<file path="src/pcxrle_pkg.sv">
`timescale 1ns / 1ps
// Shared types and constants of the PCX run-length row decoder.
package pcxrle_pkg;

    localparam int DIM_W   = 13;  // width_pixels, height_rows, positions
    localparam int LINE_W  = 16;  // line_bytes and padding count
    localparam int CNT_W   = 6;   // run count
    localparam int POS_W   = 12;  // start_column and row_index fields
    localparam int FILL_W  = 13;  // zero_fill_count field
    localparam int INDEX_W = 2;   // configuration register index

    localparam logic [INDEX_W-1:0] REG_WIDTH_PIXELS = 2'd0;
    localparam logic [INDEX_W-1:0] REG_HEIGHT_ROWS  = 2'd1;
    localparam logic [INDEX_W-1:0] REG_LINE_BYTES   = 2'd2;

    localparam logic [7:0] RUN_HEADER_MIN = 8'hC0;
    localparam logic [7:0] RUN_COUNT_MASK = 8'h3F;
    localparam logic [7:0] ALPHA_INDEX    = 8'hFF;

    // effective image geometry, width and height after clamping
    typedef struct packed {
        logic [DIM_W-1:0]  width;
        logic [DIM_W-1:0]  height;
        logic [LINE_W-1:0] line_bytes;
    } geom_t;

    // one decoded run
    typedef struct packed {
        logic [7:0]        pixel_value;
        logic [CNT_W-1:0]  run_count;
        logic [POS_W-1:0]  start_column;
        logic [POS_W-1:0]  row_index;
        logic [FILL_W-1:0] zero_fill_count;
        logic              alpha_found;
        logic              image_done;
    } run_t;

endpackage

</file>
<file path="src/pcxrle_if.sv">
`timescale 1ns / 1ps
// Channel interfaces: compressed byte input, run output and register writes.
interface pcxrle_in_if
    import pcxrle_pkg::*;
();
    logic       valid;
    logic       ready;
    logic [7:0] data_byte;
    logic       final_byte;

    modport source (output valid, output data_byte, output final_byte, input ready);
    modport sink   (input valid, input data_byte, input final_byte, output ready);
endinterface

interface pcxrle_out_if
    import pcxrle_pkg::*;
();
    logic              valid;
    logic              ready;
    logic [7:0]        pixel_value;
    logic [CNT_W-1:0]  run_count;
    logic [POS_W-1:0]  start_column;
    logic [POS_W-1:0]  row_index;
    logic [FILL_W-1:0] zero_fill_count;
    logic              alpha_found;
    logic              image_done;

    modport source (output valid, output pixel_value, output run_count,
                    output start_column, output row_index, output zero_fill_count,
                    output alpha_found, output image_done, input ready);
    modport sink   (input valid, input pixel_value, input run_count,
                    input start_column, input row_index, input zero_fill_count,
                    input alpha_found, input image_done, output ready);
endinterface

interface pcxrle_cfg_if
    import pcxrle_pkg::*;
();
    logic               valid;
    logic               ready;
    logic [INDEX_W-1:0] index;
    logic [LINE_W-1:0]  data;

    modport source (output valid, output index, output data, input ready);
    modport sink   (input valid, input index, input data, output ready);
endinterface

</file>
<file path="src/pcxrle_cfg.sv">
`timescale 1ns / 1ps
// Configuration registers with dimension clamping.
module pcxrle_cfg
    import pcxrle_pkg::*;
#(
    parameter int MAX_DIM = 4096
) (
    input  logic              clk,
    input  logic              rst_n,
    input  logic              wr_en,
    input  logic [INDEX_W-1:0] wr_index,
    input  logic [LINE_W-1:0] wr_data,
    output geom_t             geom
);

    // largest dimension allowed: MAX_DIM, capped at what the 13-bit registers can carry
    localparam int DIM_LIMIT = (MAX_DIM > (2 ** DIM_W) - 1) ? (2 ** DIM_W) - 1 : MAX_DIM;
    localparam logic [DIM_W-1:0] DIM_MAX = DIM_LIMIT[DIM_W-1:0];

    logic [DIM_W-1:0]  width_reg;
    logic [DIM_W-1:0]  height_reg;
    logic [LINE_W-1:0] line_reg;

    always_ff @(posedge clk or negedge rst_n)
    begin
        if (!rst_n)
        begin
            width_reg  <= DIM_W'(1);
            height_reg <= DIM_W'(1);
            line_reg   <= LINE_W'(1);
        end
        else if (wr_en)
        begin
            unique case (wr_index)
                REG_WIDTH_PIXELS: width_reg  <= wr_data[DIM_W-1:0];
                REG_HEIGHT_ROWS:  height_reg <= wr_data[DIM_W-1:0];
                REG_LINE_BYTES:   line_reg   <= wr_data;
                default:          ;
            endcase
        end
    end

    function automatic logic [DIM_W-1:0] clamp_dim(input logic [DIM_W-1:0] v);
        logic [DIM_W-1:0] r;
        if (v == '0)
            r = DIM_W'(1);
        else if (v > DIM_MAX)
            r = DIM_MAX;
        else
            r = v;
        return r;
    endfunction

    always_comb
    begin
        geom.width      = clamp_dim(width_reg);
        geom.height     = clamp_dim(height_reg);
        geom.line_bytes = line_reg;
    end

endmodule

</file>
<file path="src/pcxrle_core.sv">
`timescale 1ns / 1ps
// Decode state and the single-pass step for one compressed byte.
module pcxrle_core
    import pcxrle_pkg::*;
(
    input  logic       clk,
    input  logic       rst_n,
    input  geom_t      geom,
    input  logic       step,       // advance state with this byte
    input  logic [7:0] data_byte,
    input  logic       final_byte,
    output logic       emit,       // this byte yields a run word
    output run_t       run
);

    logic [DIM_W-1:0]  column_reg, column_next;
    logic [DIM_W-1:0]  row_reg, row_next;
    logic              pending_reg, pending_next;
    logic [CNT_W-1:0]  pcount_reg, pcount_next;
    logic [LINE_W-1:0] pad_reg, pad_next;
    logic              alpha_reg, alpha_next;
    logic              finished_reg, finished_next;

    logic [DIM_W-1:0]  room;
    logic [DIM_W-1:0]  req_count;
    logic [DIM_W-1:0]  count;
    logic [DIM_W-1:0]  new_column;
    logic [DIM_W-1:0]  next_row;

    always_comb
    begin
        room       = (column_reg < geom.width) ? geom.width - column_reg : '0;
        req_count  = pending_reg ? DIM_W'(pcount_reg) : DIM_W'(1);
        count      = (req_count > room) ? room : req_count;
        new_column = column_reg + count;
        next_row   = row_reg + DIM_W'(1);

        column_next   = column_reg;
        row_next      = row_reg;
        pending_next  = pending_reg;
        pcount_next   = pcount_reg;
        pad_next      = pad_reg;
        alpha_next    = alpha_reg;
        finished_next = finished_reg;
        emit          = 1'b0;
        run           = '0;

        if (finished_reg)
        begin
            // drop everything until reset
        end
        else if (pad_reg != '0)
        begin
            pad_next = pad_reg - LINE_W'(1);
            if (final_byte)
            begin
                finished_next  = 1'b1;
                emit           = 1'b1;
                run.row_index  = row_reg[POS_W-1:0];
                run.image_done = 1'b1;
            end
        end
        else if (!pending_reg && data_byte >= RUN_HEADER_MIN)
        begin
            if (final_byte)
            begin
                // header with no value byte: drop the run, fill the row
                finished_next        = 1'b1;
                emit                 = 1'b1;
                run.start_column     = column_reg[POS_W-1:0];
                run.row_index        = row_reg[POS_W-1:0];
                run.zero_fill_count  = room;
                run.image_done       = 1'b1;
            end
            else
            begin
                pending_next = 1'b1;
                pcount_next  = CNT_W'(data_byte & RUN_COUNT_MASK);
            end
        end
        else
        begin
            pending_next = 1'b0;
            if (count != '0 && data_byte == ALPHA_INDEX)
                alpha_next = 1'b1;
            emit             = 1'b1;
            run.pixel_value  = data_byte;
            run.run_count    = count[CNT_W-1:0];
            run.start_column = column_reg[POS_W-1:0];
            run.row_index    = row_reg[POS_W-1:0];
            column_next      = new_column;
            if (new_column >= geom.width)
            begin
                column_next = '0;
                row_next    = next_row;
                pad_next    = (geom.line_bytes > LINE_W'(geom.width))
                            ? geom.line_bytes - LINE_W'(geom.width) : '0;
                if (next_row >= geom.height || final_byte)
                begin
                    run.image_done = 1'b1;
                    finished_next  = 1'b1;
                end
            end
            else if (final_byte)
            begin
                run.zero_fill_count = geom.width - new_column;
                run.image_done      = 1'b1;
                finished_next       = 1'b1;
            end
        end
        run.alpha_found = alpha_next;
    end

    always_ff @(posedge clk or negedge rst_n)
    begin
        if (!rst_n)
        begin
            column_reg   <= '0;
            row_reg      <= '0;
            pending_reg  <= 1'b0;
            pcount_reg   <= '0;
            pad_reg      <= '0;
            alpha_reg    <= 1'b0;
            finished_reg <= 1'b0;
        end
        else if (step)
        begin
            column_reg   <= column_next;
            row_reg      <= row_next;
            pending_reg  <= pending_next;
            pcount_reg   <= pcount_next;
            pad_reg      <= pad_next;
            alpha_reg    <= alpha_next;
            finished_reg <= finished_next;
        end
    end

endmodule

</file>
<file path="src/pcx_rle_row_decoder.sv">
`timescale 1ns / 1ps
// Top level of the PCX 8-bit run-length row decoder.
//
// Takes one compressed byte per clock while each output word is taken at once,
// and gives one run word per value byte: a byte is latched in the input
// register, decoded by the step logic and its run word is registered in the
// output register. The sustained rate of one byte per cycle is set by the
// single step unit. A byte that yields a word waits in the input register
// only while the output word is held by the receiver. Run headers and padding
// bytes give no word unless they are the final byte, which gives a closing
// word; after the last row, or after the final byte, input bytes are taken
// and dropped until reset. Register writes are taken at any time but must
// only be made while the block is idle; they act at once.
module pcx_rle_row_decoder
    import pcxrle_pkg::*;
#(
    parameter int MAX_DIM = 4096
) (
    input  logic         clk,
    input  logic         rst_n,
    pcxrle_in_if.sink    din,
    pcxrle_out_if.source dout,
    pcxrle_cfg_if.sink   cfg
);

    geom_t      geom;
    logic       in_valid_reg, in_valid_next;
    logic [7:0] in_byte_reg;
    logic       in_last_reg;
    logic       out_valid_reg, out_valid_next;
    run_t       out_run_reg;
    logic       emit;
    run_t       run;
    logic       out_free;
    logic       consume;

    // registers always take a write
    assign cfg.ready = 1'b1;

    pcxrle_cfg #(
        .MAX_DIM (MAX_DIM)
    ) u_cfg (
        .clk      (clk),
        .rst_n    (rst_n),
        .wr_en    (cfg.valid),
        .wr_index (cfg.index),
        .wr_data  (cfg.data),
        .geom     (geom)
    );

    pcxrle_core u_core (
        .clk        (clk),
        .rst_n      (rst_n),
        .geom       (geom),
        .step       (consume),
        .data_byte  (in_byte_reg),
        .final_byte (in_last_reg),
        .emit       (emit),
        .run        (run)
    );

    // Output slot is free when empty or being emptied this cycle; a byte that
    // yields no word never waits for it.
    assign out_free = !out_valid_reg || dout.ready;
    assign consume  = in_valid_reg && (!emit || out_free);
    assign din.ready = !in_valid_reg || consume;

    always_comb
    begin
        in_valid_next = in_valid_reg;
        if (din.valid && din.ready)
            in_valid_next = 1'b1;
        else if (consume)
            in_valid_next = 1'b0;

        out_valid_next = out_valid_reg;
        if (consume && emit)
            out_valid_next = 1'b1;
        else if (dout.ready)
            out_valid_next = 1'b0;
    end

    always_ff @(posedge clk or negedge rst_n)
    begin
        if (!rst_n)
        begin
            in_valid_reg  <= 1'b0;
            out_valid_reg <= 1'b0;
        end
        else
        begin
            in_valid_reg  <= in_valid_next;
            out_valid_reg <= out_valid_next;
        end
    end

    // Payload: hold the byte until decoded, hold the word until taken.
    always_ff @(posedge clk)
    begin
        if (din.valid && din.ready)
        begin
            in_byte_reg <= din.data_byte;
            in_last_reg <= din.final_byte;
        end
        if (consume && emit)
            out_run_reg <= run;
    end

    assign dout.valid           = out_valid_reg;
    assign dout.pixel_value     = out_run_reg.pixel_value;
    assign dout.run_count       = out_run_reg.run_count;
    assign dout.start_column    = out_run_reg.start_column;
    assign dout.row_index       = out_run_reg.row_index;
    assign dout.zero_fill_count = out_run_reg.zero_fill_count;
    assign dout.alpha_found     = out_run_reg.alpha_found;
    assign dout.image_done      = out_run_reg.image_done;

endmodule

</file>
<file path="src/flat_wrapper.sv">
// flat-port wrapper written by rule: the top's interface ports become plain ports
module pcx_rle_row_decoder_flat import pcxrle_pkg::*;
#(
    parameter int MAX_DIM = 4096
)
  (clk, rst_n, din_valid, din_data_byte, din_final_byte, din_ready, dout_valid, dout_pixel_value, dout_run_count, dout_start_column, dout_row_index, dout_zero_fill_count, dout_alpha_found, dout_image_done, dout_ready, cfg_valid, cfg_index, cfg_data, cfg_ready);
  pcxrle_in_if din_i ();
  pcxrle_out_if dout_i ();
  pcxrle_cfg_if cfg_i ();
  input  logic clk;
  input  logic rst_n;
  input wire logic [$bits(din_i.valid)-1:0] din_valid;
  input wire logic [$bits(din_i.data_byte)-1:0] din_data_byte;
  input wire logic [$bits(din_i.final_byte)-1:0] din_final_byte;
  output wire logic [$bits(din_i.ready)-1:0] din_ready;
  output wire logic [$bits(dout_i.valid)-1:0] dout_valid;
  output wire logic [$bits(dout_i.pixel_value)-1:0] dout_pixel_value;
  output wire logic [$bits(dout_i.run_count)-1:0] dout_run_count;
  output wire logic [$bits(dout_i.start_column)-1:0] dout_start_column;
  output wire logic [$bits(dout_i.row_index)-1:0] dout_row_index;
  output wire logic [$bits(dout_i.zero_fill_count)-1:0] dout_zero_fill_count;
  output wire logic [$bits(dout_i.alpha_found)-1:0] dout_alpha_found;
  output wire logic [$bits(dout_i.image_done)-1:0] dout_image_done;
  input wire logic [$bits(dout_i.ready)-1:0] dout_ready;
  input wire logic [$bits(cfg_i.valid)-1:0] cfg_valid;
  input wire logic [$bits(cfg_i.index)-1:0] cfg_index;
  input wire logic [$bits(cfg_i.data)-1:0] cfg_data;
  output wire logic [$bits(cfg_i.ready)-1:0] cfg_ready;
  assign din_i.valid = din_valid;
  assign din_i.data_byte = din_data_byte;
  assign din_i.final_byte = din_final_byte;
  assign din_ready = din_i.ready;
  assign dout_valid = dout_i.valid;
  assign dout_pixel_value = dout_i.pixel_value;
  assign dout_run_count = dout_i.run_count;
  assign dout_start_column = dout_i.start_column;
  assign dout_row_index = dout_i.row_index;
  assign dout_zero_fill_count = dout_i.zero_fill_count;
  assign dout_alpha_found = dout_i.alpha_found;
  assign dout_image_done = dout_i.image_done;
  assign dout_i.ready = dout_ready;
  assign cfg_i.valid = cfg_valid;
  assign cfg_i.index = cfg_index;
  assign cfg_i.data = cfg_data;
  assign cfg_ready = cfg_i.ready;
  pcx_rle_row_decoder #(.MAX_DIM(MAX_DIM)) u_core (.clk(clk), .rst_n(rst_n), .din(din_i), .dout(dout_i), .cfg(cfg_i));
endmodule
</file>
<file path="config.mk">
export PLATFORM = sky130hd
export DESIGN_NAME = pcx_rle_row_decoder_flat
export DESIGN_NICKNAME = d
export VERILOG_FILES = /design/src/pcxrle_pkg.sv /design/src/pcxrle_if.sv /design/src/pcxrle_cfg.sv /design/src/pcxrle_core.sv /design/src/pcx_rle_row_decoder.sv /design/src/flat_wrapper.sv
export SDC_FILE = /design/constraint.sdc
export NUM_CORES = 1
export LEC_CHECK = 0
export BUFFER_PORTS_ARGS = -buffer_cell sky130_fd_sc_hd__buf_2
export CORE_ASPECT_RATIO = 1.25
export CORE_MARGIN = 3
export CORE_UTILIZATION = 40
export DETAILED_ROUTE_END_ITERATION = 10
export MAX_ROUTING_LAYER = met4
export PLACE_DENSITY = 0.65
export SLEW_MARGIN = 20
export SYNTH_ARGS = -nofsm -noshare
export SYNTH_HDL_FRONTEND = slang
export SYNTH_SLANG_ARGS = --single-unit
</file>
<file path="constraint.sdc">
create_clock -name clk -period 9.43 [get_ports clk]
set_clock_uncertainty 0.2 [all_clocks]
set_input_delay 0.943 -clock clk [delete_from_list [all_inputs] [get_ports clk]]
set_output_delay 0.943 -clock clk [all_outputs]
set_load 0.02 [all_outputs]
</file>
==> results of run 1 <==
## worst paths after layout
path | slack [ns] | end | start
max | 0.51 | u_core.u_core.row_reg[1]$_DFFE_PN0P_ | u_core.u_cfg.width_reg[12]$_DFFE_PN0P_
min reg2reg | 0.27 | u_core.u_core.alpha_reg$_DFFE_PN0P_ | u_core.u_core.alpha_reg$_DFFE_PN0P_
max reg2reg | 0.51 | u_core.u_core.row_reg[1]$_DFFE_PN0P_ | u_core.u_cfg.width_reg[12]$_DFFE_PN0P_
max in group asynchronous | 7.53 | u_core.u_cfg.width_reg[12]$_DFFE_PN0P_ | rst_n
min in group clk | 0.27 | u_core.u_core.alpha_reg$_DFFE_PN0P_ | u_core.u_core.alpha_reg$_DFFE_PN0P_
min | 0.26 | u_core.u_core.column_reg[9]$_DFFE_PN0P_ | rst_n
## stage by stage
step / instances / utilization / power [mW]
3_3_place_gp: 1407 / 0.4423 / 1.623
6_report: 1443 / 0.4673 / 2.299
5_1_grt: 1443 / 0.4673 / 2.433
4_1_cts: 1439 / 0.4647 / 2.289
2_1_floorplan: 1016 / - / 1.410
3_5_place_dp: 1407 / 0.4423 / 1.627
## area by class of cell
| cell class | instances | area (um^2) | area share |
|---|---|---|---|
| multi-input cells | 779 | 5623 | 0.4879 |
| flip-flops and latches | 157 | 4244 | 0.3683 |
| repair buffers | 97 | 513.0 | 0.04451 |
| clock buffers | 20 | 436.7 | 0.03789 |
| well taps | 330 | 412.9 | 0.03583 |
| inverters | 48 | 183.9 | 0.01596 |
| clock inverters | 12 | 111.4 | 0.009662 |
## layer usage
metal	vias to the layer above	part of all wire	track usage
li1	3870	-	-
met3	56	0.038	0.03403
met2	207	0.51	0.3410
met1	3946	0.43	0.2430
met4	0	0.027	0.06543
met5	-	0	-
## synth_stat cells, drive strengths merged (12+ instances only)
cell type,n,area (um^2)
ha,73,913.4
inv,48,180.2
clkbuf,23,86.33
dfrtp,92,2302
nand3,18,90.09
o31ai,13,97.59
xor2,28,245.2
mux2,50,563.0
and2,30,190.2
or3,12,75.07
nand2,99,379.1
and3,14,96.34
nand2b,14,87.58
edfxtp,62,1862
a211oi,12,102.6
xnor2,30,262.8
a21o,21,157.7
a21oi,53,269.0
nor2,62,232.7
o21ai,48,240.2
nor3,33,170.2
## power by group through the flow
| stage | combinational, mW | clock, mW | sequential [mW] |
|---|---|---|---|
| after floorplan | 0.573 | 0 | 0.836 |
| after global placement | 0.781 | 0 | 0.841 |
| after detailed placement | 0.784 | 0 | 0.843 |
| after CTS | 0.788 | 0.671 | 0.830 |
| after global routing | 0.892 | 0.702 | 0.839 |
| final | 0.813 | 0.655 | 0.832 |
## what timing repair did
| item | in CTS | in global routing |
|---|---|---|
| pin swaps | 0 | 1 |
| hold buffers | 0 | 0 |
| endpoints found under the setup margin | 1 | 57 |
| buffers inserted | 0 | 4 |
| gates resized for setup | 1 | 13 |
## kinds of logic after synthesis
family	after synthesis
AO/OA/AOI/OAI	235
XOR/XNOR	58
adder cells (fa/ha/maj)	78
buffers and inverters	80
flip-flops	157
multiplexers	60
other	2
AND/OR/NAND/NOR	341
==> qor.yml, run 1 <==
run_status:
  outcome: "complete, no violations"
cts:
  clkTransAtPathRegs_ns: 0.07
  cts_tree: "built"
  clk-insertion-delay-late_ns: 0.43
  clockRootBuffer: "clkbuf_16"
  cts_buffers: 17
  htreeDepth: 4
  cts.path.max_buffers: 2
  cts.sinks: 157
critical_path:
  r2r_cells: 35
  cp.arrival_ns: 9.04
  cp.depth: 35
  cp_num_buf_inv: 5
  path_class: "reg -> reg"
  start_kind: "flip-flop"
  endpoint_kind: "flip-flop"
  slowest_stage: "or4_1"
  critPathRequiredTime_ns: 9.55
  cpLargestDelayFamily: "compound AO/OA/AOI/OAI gates"
  critPathMaxFanout: 12
  cpPeakStageDelay_ns: 0.48
timing:
  setup_viol: 0
  fmax_mhz: 112.1
  finalCritPeriodShare: 0.9462
  fin_hold_ws_ns: 0.2594
  period_needed_ns: 8.923
  worst_slack_ns: 0.5070
  slew_violations: 0
  hold_violations: 0
  fin_tns_setup_ns: 0
  max_slew.worst_pin.slew_ns: 1.109
  max-slew-margin-rel: 0.2577
synthesis:
  synth-async-reset-ratio: 0.6051
  synth_area_per_cell_um2: 10.00
  synth-main-ff-cell: "dfrtp_1"
  syn_area_um2: 10110
  synth_xor_xnor_area_share: 0.05023
  synth_compound_area_frac: 0.1617
  ys_seq_elements: 157
  muxShareOfSynthArea: 0.06557
  synth_top_family_by_area: "simple AND/OR/NAND/NOR gates"
  synth_edf_count: 62
  synth-simple-area-share: 0.1706
  yosysUniqueCellTypes: 80
  yosysSeqAreaShare: 0.4195
  ys_warn_count: 0
  synth_cells: 1011
  synthAdderAreaFrac: 0.09959
finish:
  fin_nets: 1209
  fin_area_um2: 11520
  fill_cells: 2391
  final_cell_mix: "nand2_1 (95), dfrtp_1 (91), buf_2 (85)"
  antennaDiodeCount: 0
  layout_commonest_cell: "nand2_1"
  area_growth_syn_to_layout_pct: 13.96
  drive_above_1_share: 0.1977
routing:
  vias: 8079
  drc: 0
  antenna_left: 0
  wl_per_cell_um: 18.14
  drt-total-wl_um: 26170
  firstDrtPassIters: 7
  drt_iter0_markers: 676
  via_per_inst: 5.599
worst_hold_path:
  hold_class: "in -> async"
global_routing:
  grt_pass1_vias: 8052
  grt_max_degree: 66
  grt_pass1_wl_um: 41970
  track_usage: 0.2003
  antenna_found_initial: 0
  grt-ovfl-total: 0
floorplan:
  initial_core_util: 0.4101
  fp.dieH_um: 183.8
  die-width_um: 148.2
  die-area_um2: 27240
  coreArea_um2: 24660
  io_pins: 88
  row_count: 64
power_and_ir_drop:
  swShare: 0.3641
  power.internal_mw: 1.462
  p_seq_frac: 0.362
  p_leak_nw: 4.936
  max-vdd-ir-drop_v: 0.0001439
  powerDensity_nw_per_um2: 199.5
  p_sw_mw: 0.8371
  p_comb_frac: 0.353
  p_clk_frac: 0.285
placement:
  dp_hpwl_um: 20210
  place_ws_ns: 0.01409
  port_buffers: 86
  gp_congestion: 0.9428
  post_dp_cell_area_um2: 10910
job:
  maxCapViolations: 0
No activity file was read; power rests on OpenSTA's default activity.
==> run 2: changes to the inputs <==
--- a/config.mk
+++ b/config.mk
@@ -10,6 +10,7 @@
 export CORE_MARGIN = 3
 export CORE_UTILIZATION = 40
 export DETAILED_ROUTE_END_ITERATION = 10
+export GPL_TIMING_DRIVEN = 0
 export MAX_ROUTING_LAYER = met4
 export PLACE_DENSITY = 0.65
 export SLEW_MARGIN = 20
==> constraint.sdc (replaced) <==
create_clock -name clk -period 10.1 [get_ports clk]
set_clock_uncertainty 0.2 [all_clocks]
set_input_delay 1.01 -clock clk [delete_from_list [all_inputs] [get_ports clk]]
set_output_delay 1.01 -clock clk [all_outputs]
set_load 0.02 [all_outputs]
==> qor.yml, run 2 (synthesis results as in run 1) <==
run_status:
  outcome: "complete, no violations"
routing:
  dr_wl_met3_um: 778
  via_per_inst: 5.432
  drt_iter0_markers: 466
  dr_wl_met2_um: 12560
  antenna_left: 0
  drc: 0
  firstDrtPassIters: 4
  wl_per_cell_um: 17.06
  drt-total-wl_um: 25060
  top_layer: "met4"
  vias: 7980
  m1WireLength_um: 10900
timing:
  hold_violations: 0
  max-slew-margin-rel: 0.4671
  worst_slack_ns: 0.6634
  fmax_mhz: 106.0
  period_needed_ns: 9.437
  finalCritPeriodShare: 0.9343
  fin_tns_setup_ns: 0
  max_slew.worst_pin.slew_ns: 0.7951
  setup_viol: 0
  slew_violations: 0
  grt_setup_unrepaired: "false"
finish:
  fin_nets: 1235
  drive_above_1_share: 0.1932
  multi_input_area_um2: 5588
  final_cell_mix: "nand2_1 (96), dfrtp_1 (92), buf_2 (89)"
  antennaDiodeCount: 0
  fill_cells: 2381
  layout_commonest_cell: "nand2_1"
  register_area_um2: 4243
  area_growth_syn_to_layout_pct: 15.20
floorplan:
  fp.dieH_um: 183.8
  io_pins: 88
  die-width_um: 148.2
  row_count: 64
  initial_core_util: 0.4101
  coreArea_um2: 24660
  die-area_um2: 27240
power_and_ir_drop:
  p_comb_frac: 0.339
  p_leak_nw: 5.003
  p_clk_frac: 0.299
  swShare: 0.3609
  power.internal_mw: 1.367
  max-vdd-ir-drop_v: 0.0001355
  p_sw_mw: 0.7720
  powerDensity_nw_per_um2: 183.6
  p_seq_frac: 0.362
critical_path:
  endpoint_kind: "flip-flop"
  start_kind: "flip-flop"
  path_class: "reg -> reg"
  critPathRequiredTime_ns: 10.22
  critPathMaxFanout: 10
  slowest_stage: "or4_1"
  cpPeakStageDelay_ns: 0.53
  cp.arrival_ns: 9.56
job:
  maxCapViolations: 0
cts:
  cts.path.max_buffers: 2
  clkTransAtPathRegs_ns: 0.07
  cts_resized: 2
  clockRootBuffer: "clkbuf_16"
  cts_setup_buffers: 0
  postCtsHoldBufs: 0
  cts_tree: "built"
  cts_buffers: 17
  cts.sinks: 157
  htreeDepth: 4
  clk-insertion-delay-late_ns: 0.44
placement:
  place_ws_ns: -0.05794
  dp_hpwl_um: 19690
  gp_congestion: 0.9267
  port_buffers: 86
global_routing:
  grt_pass1_vias: 8187
  track_usage: 0.1934
  grt_pass1_wl_um: 41020
  antenna_found_initial: 0
  grt_max_degree: 58
  grt-ovfl-total: 0
worst_hold_path:
  hold_class: "reg -> reg"
==> run 2: per-layer routing <==
layer  up-vias  GRT usage
met1      3835     0.2261
met3        49    0.02861
li1       3918          -
met4         0    0.08318
met2       178     0.3321
met5         -          -
==> run 2: cell type report <==
class | instances | share of cell area
flip-flops and latches | 157 | 0.3642
clock buffers | 17 | 0.03651
well taps | 330 | 0.03544
inverters | 48 | 0.01546
clock inverters | 15 | 0.01342
repair buffers | 92 | 0.04306
plain buffers | 31 | 0.01235
multi-input cells | 779 | 0.4796
==> run 2: worst max-delay path, delay by kind of cell (launching register included) <==
kind            cells  cell delay, ns
simple gates       10            2.64
mux                 1            0.21
flops               1            0.49
fa+ha+maj           5            1.59
compound gates     14            3.16
buf+inv             4            0.83
xor+xnor            1            0.17
==> run 2: per-stage QoR <==
| stage | power [mW] | cells | hold slack (ns) | utilization | instance area (um^2) |
|---|---|---|---|---|---|
| after floorplan | 1.316 | 1016 | 0.2337 | - | 10130 |
| after global placement | 1.487 | 1432 | 0.2426 | 0.4450 | 10980 |
| after detailed placement | 1.497 | 1438 | 0.2524 | 0.4481 | 11050 |
| after CTS | 2.143 | 1470 | 0.2683 | 0.4717 | 11630 |
| after global routing | 2.265 | 1469 | 0.3027 | 0.4724 | 11650 |
| final | 2.139 | 1469 | 0.2662 | 0.4724 | 11650 |
==> run 2: power by group through the flow <==
| stage | clock [mW] | combinational (mW) | sequential, mW |
|---|---|---|---|
| finish | 0.640 | 0.725 | 0.774 |
| global route | 0.677 | 0.808 | 0.781 |
| CTS | 0.654 | 0.717 | 0.772 |
| detailed placement | 0 | 0.713 | 0.784 |
| global placement | 0 | 0.702 | 0.785 |
| floorplan | 0 | 0.535 | 0.781 |
==> run 2: path summary, 6_finish.rpt <==
check | from | end | slack [ns] | depth (start not counted)
min reg2reg | u_core.u_core.alpha_reg$_DFFE_PN0P_ | u_core.u_core.alpha_reg$_DFFE_PN0P_ | 0.27 | 1
min | u_core.u_core.alpha_reg$_DFFE_PN0P_ | u_core.u_core.alpha_reg$_DFFE_PN0P_ | 0.27 | 1
max reg2reg | u_core.u_cfg.width_reg[12]$_DFFE_PN0P_ | u_core.u_core.pad_reg[7]$_DFFE_PN0P_ | 0.66 | 35
max | u_core.u_cfg.width_reg[12]$_DFFE_PN0P_ | u_core.u_core.pad_reg[7]$_DFFE_PN0P_ | 0.66 | 35
min in group asynchronous | rst_n | u_core.u_core.column_reg[10]$_DFFE_PN0P_ | 0.28 | 1
max in group asynchronous | rst_n | u_core.u_cfg.height_reg[0]$_DFFE_PN1P_ | 8.74 | 2
==> run 3: changes to the inputs <==
--- a/config.mk
+++ b/config.mk
@@ -6,7 +6,7 @@
 export NUM_CORES = 1
 export LEC_CHECK = 0
 export BUFFER_PORTS_ARGS = -buffer_cell sky130_fd_sc_hd__buf_2
-export CORE_ASPECT_RATIO = 1.25
+export CORE_ASPECT_RATIO = 2
 export CORE_MARGIN = 3
 export CORE_UTILIZATION = 40
 export DETAILED_ROUTE_END_ITERATION = 10
==> qor.yml, run 3 (synthesis results as in run 1) <==
cts:
  cts.sinks: 157
  clk-insertion-delay-late_ns: 0.45
  clkTransAtPathRegs_ns: 0.06
  cts.path.max_buffers: 2
  cts_tree: "built"
  cts_buffers: 17
  postCtsHoldBufs: 0
  clockRootBuffer: "clkbuf_16"
  htreeDepth: 4
critical_path:
  critPathRequiredTime_ns: 10.24
  critPathMaxFanout: 10
  cpMostUsedCell: "ha_1"
  start_kind: "flip-flop"
  endpoint_kind: "flip-flop"
  cp.arrival_ns: 9.64
  cpPeakStageDelay_ns: 0.53
  slowest_stage: "or4_1"
  path_class: "reg -> reg"
timing:
  fmax_mhz: 105.2
  max_slew.worst_pin.slew_ns: 0.7891
  setup_viol: 0
  grt_setup_unrepaired: "false"
  fin_tns_setup_ns: 0
  max-slew-margin-rel: 0.4728
  hold_violations: 0
  slew_violations: 0
  finalCritPeriodShare: 0.9407
  period_needed_ns: 9.501
power_and_ir_drop:
  swShare: 0.3698
  p_sw_mw: 0.7898
  max-vdd-ir-drop_v: 0.0001030
  p_seq_frac: 0.362
  power.internal_mw: 1.346
  powerDensity_nw_per_um2: 183.4
  p_leak_nw: 5.006
  p_comb_frac: 0.355
  p_clk_frac: 0.283
finish:
  fin_cells: 1472
  multi_input_area_um2: 5604
  fin_nets: 1236
  area_growth_syn_to_layout_pct: 15.17
  layout_commonest_cell: "nand2_1"
  drive_above_1_share: 0.1965
  fill_cells: 2347
  antennaDiodeCount: 0
  register_area_um2: 4244
  final_cell_mix: "nand2_1 (96), dfrtp_1 (91), buf_2 (88)"
global_routing:
  grt_pass1_vias: 8426
  antenna_found_initial: 0
  grt-ovfl-total: 0
  track_usage: 0.2112
  grt_pass1_wl_um: 43690
  grt_max_degree: 76
routing:
  vias: 8062
  drt_iter0_markers: 447
  firstDrtPassIters: 4
  via_per_inst: 5.477
  drt-total-wl_um: 27770
  wl_per_cell_um: 18.87
  antenna_left: 0
  drc: 0
floorplan:
  die-width_um: 118.4
  coreArea_um2: 24630
  io_pins: 88
  row_count: 81
  initial_core_util: 0.4107
  fp.dieH_um: 230.9
  die-area_um2: 27340
placement:
  gp_congestion: 0.9601
  dp_hpwl_um: 22330
  dp_cells: 1440
  port_buffers: 86
worst_hold_path:
  hold_class: "in -> async"
run_status:
  outcome: "complete, no violations"
job:
  maxCapViolations: 0
[run 3: area by class of cell]
class	instances	share of cell area
Inverter	48	0.01547
Clock buffer	19	0.03717
Clock inverter	13	0.009024
Tap cell	332	0.03566
Timing Repair Buffer	95	0.04533
Multi-Input combinational cell	779	0.4811
Sequential cell	157	0.3644
Buffer	29	0.01182
[run 3: routing by layer]
metal  share of wire  vias to the layer above  wire, um  GRT usage
met1            0.34                     3874      9420     0.1863
li1                -                     3930         -          -
met5               0                        -         0          -
met2            0.57                      183     15920     0.4116
met3           0.027                       75       749    0.03114
met4           0.060                        0      1680     0.1291
[run 3: worst paths after layout]
path | start | endpoint | slack [ns] | depth (start not counted)
setup reg to reg | u_core.u_cfg.width_reg[12]$_DFFE_PN0P_ | u_core.u_core.pad_reg[7]$_DFFE_PN0P_ | 0.60 | 38
min in group clk | u_core.u_core.alpha_reg$_DFFE_PN0P_ | u_core.u_core.alpha_reg$_DFFE_PN0P_ | 0.26 | 1
hold reg to reg | u_core.u_core.alpha_reg$_DFFE_PN0P_ | u_core.u_core.alpha_reg$_DFFE_PN0P_ | 0.26 | 1
setup / recovery | u_core.u_cfg.width_reg[12]$_DFFE_PN0P_ | u_core.u_core.pad_reg[7]$_DFFE_PN0P_ | 0.60 | 38
hold / removal | rst_n | u_core.u_core.column_reg[11]$_DFFE_PN0P_ | 0.20 | 1
max in group asynchronous | rst_n | u_core.u_cfg.width_reg[0]$_DFFE_PN1P_ | 8.82 | 2
[run 3: worst max-delay path, delay by kind of cell, from the launching register on]
| kind | cells | cell delay [ns] |
|---|---|---|
| adders and majority gates | 5 | 1.58 |
| buffers and inverters | 6 | 0.99 |
| and+or+nand+nor | 8 | 2.13 |
| muxes | 1 | 0.20 |
| xor gates and xnor gates | 1 | 0.17 |
| AOI/OAI and AO/OA | 17 | 3.64 |
| DFF | 1 | 0.47 |
[run 3: metrics by stage]
stage | setup slack (ns) | power, mW | utilization | cell area [um^2] | hold slack, ns
floorplan | 2.100 | 1.316 | - | 10130 | 0.2337
global placement | -0.6666 | 1.503 | 0.4458 | 10980 | 0.2423
detailed placement | -0.6110 | 1.518 | 0.4490 | 11060 | 0.2515
CTS | 0.004309 | 2.127 | 0.4711 | 11600 | 0.2040
global route | 0.007824 | 2.252 | 0.4729 | 11650 | 0.2087
finish | 0.5987 | 2.136 | 0.4729 | 11650 | 0.2025
[run 3: power by group through the flow]
| stage | logic, mW | registers, mW | clock network [mW] |
|---|---|---|---|
| final | 0.757 | 0.774 | 0.604 |
| after global routing | 0.831 | 0.781 | 0.640 |
| after floorplan | 0.535 | 0.781 | 0 |
| after detailed placement | 0.733 | 0.786 | 0 |
| after CTS | 0.739 | 0.774 | 0.614 |
| after global placement | 0.718 | 0.785 | 0 |
[run 3: timing repair]
action	CTS	global route
endpoints found under the setup margin	57	57
pin swaps	0	2
gates cloned	0	0
setup buffers	0	3
resized for setup	6	8
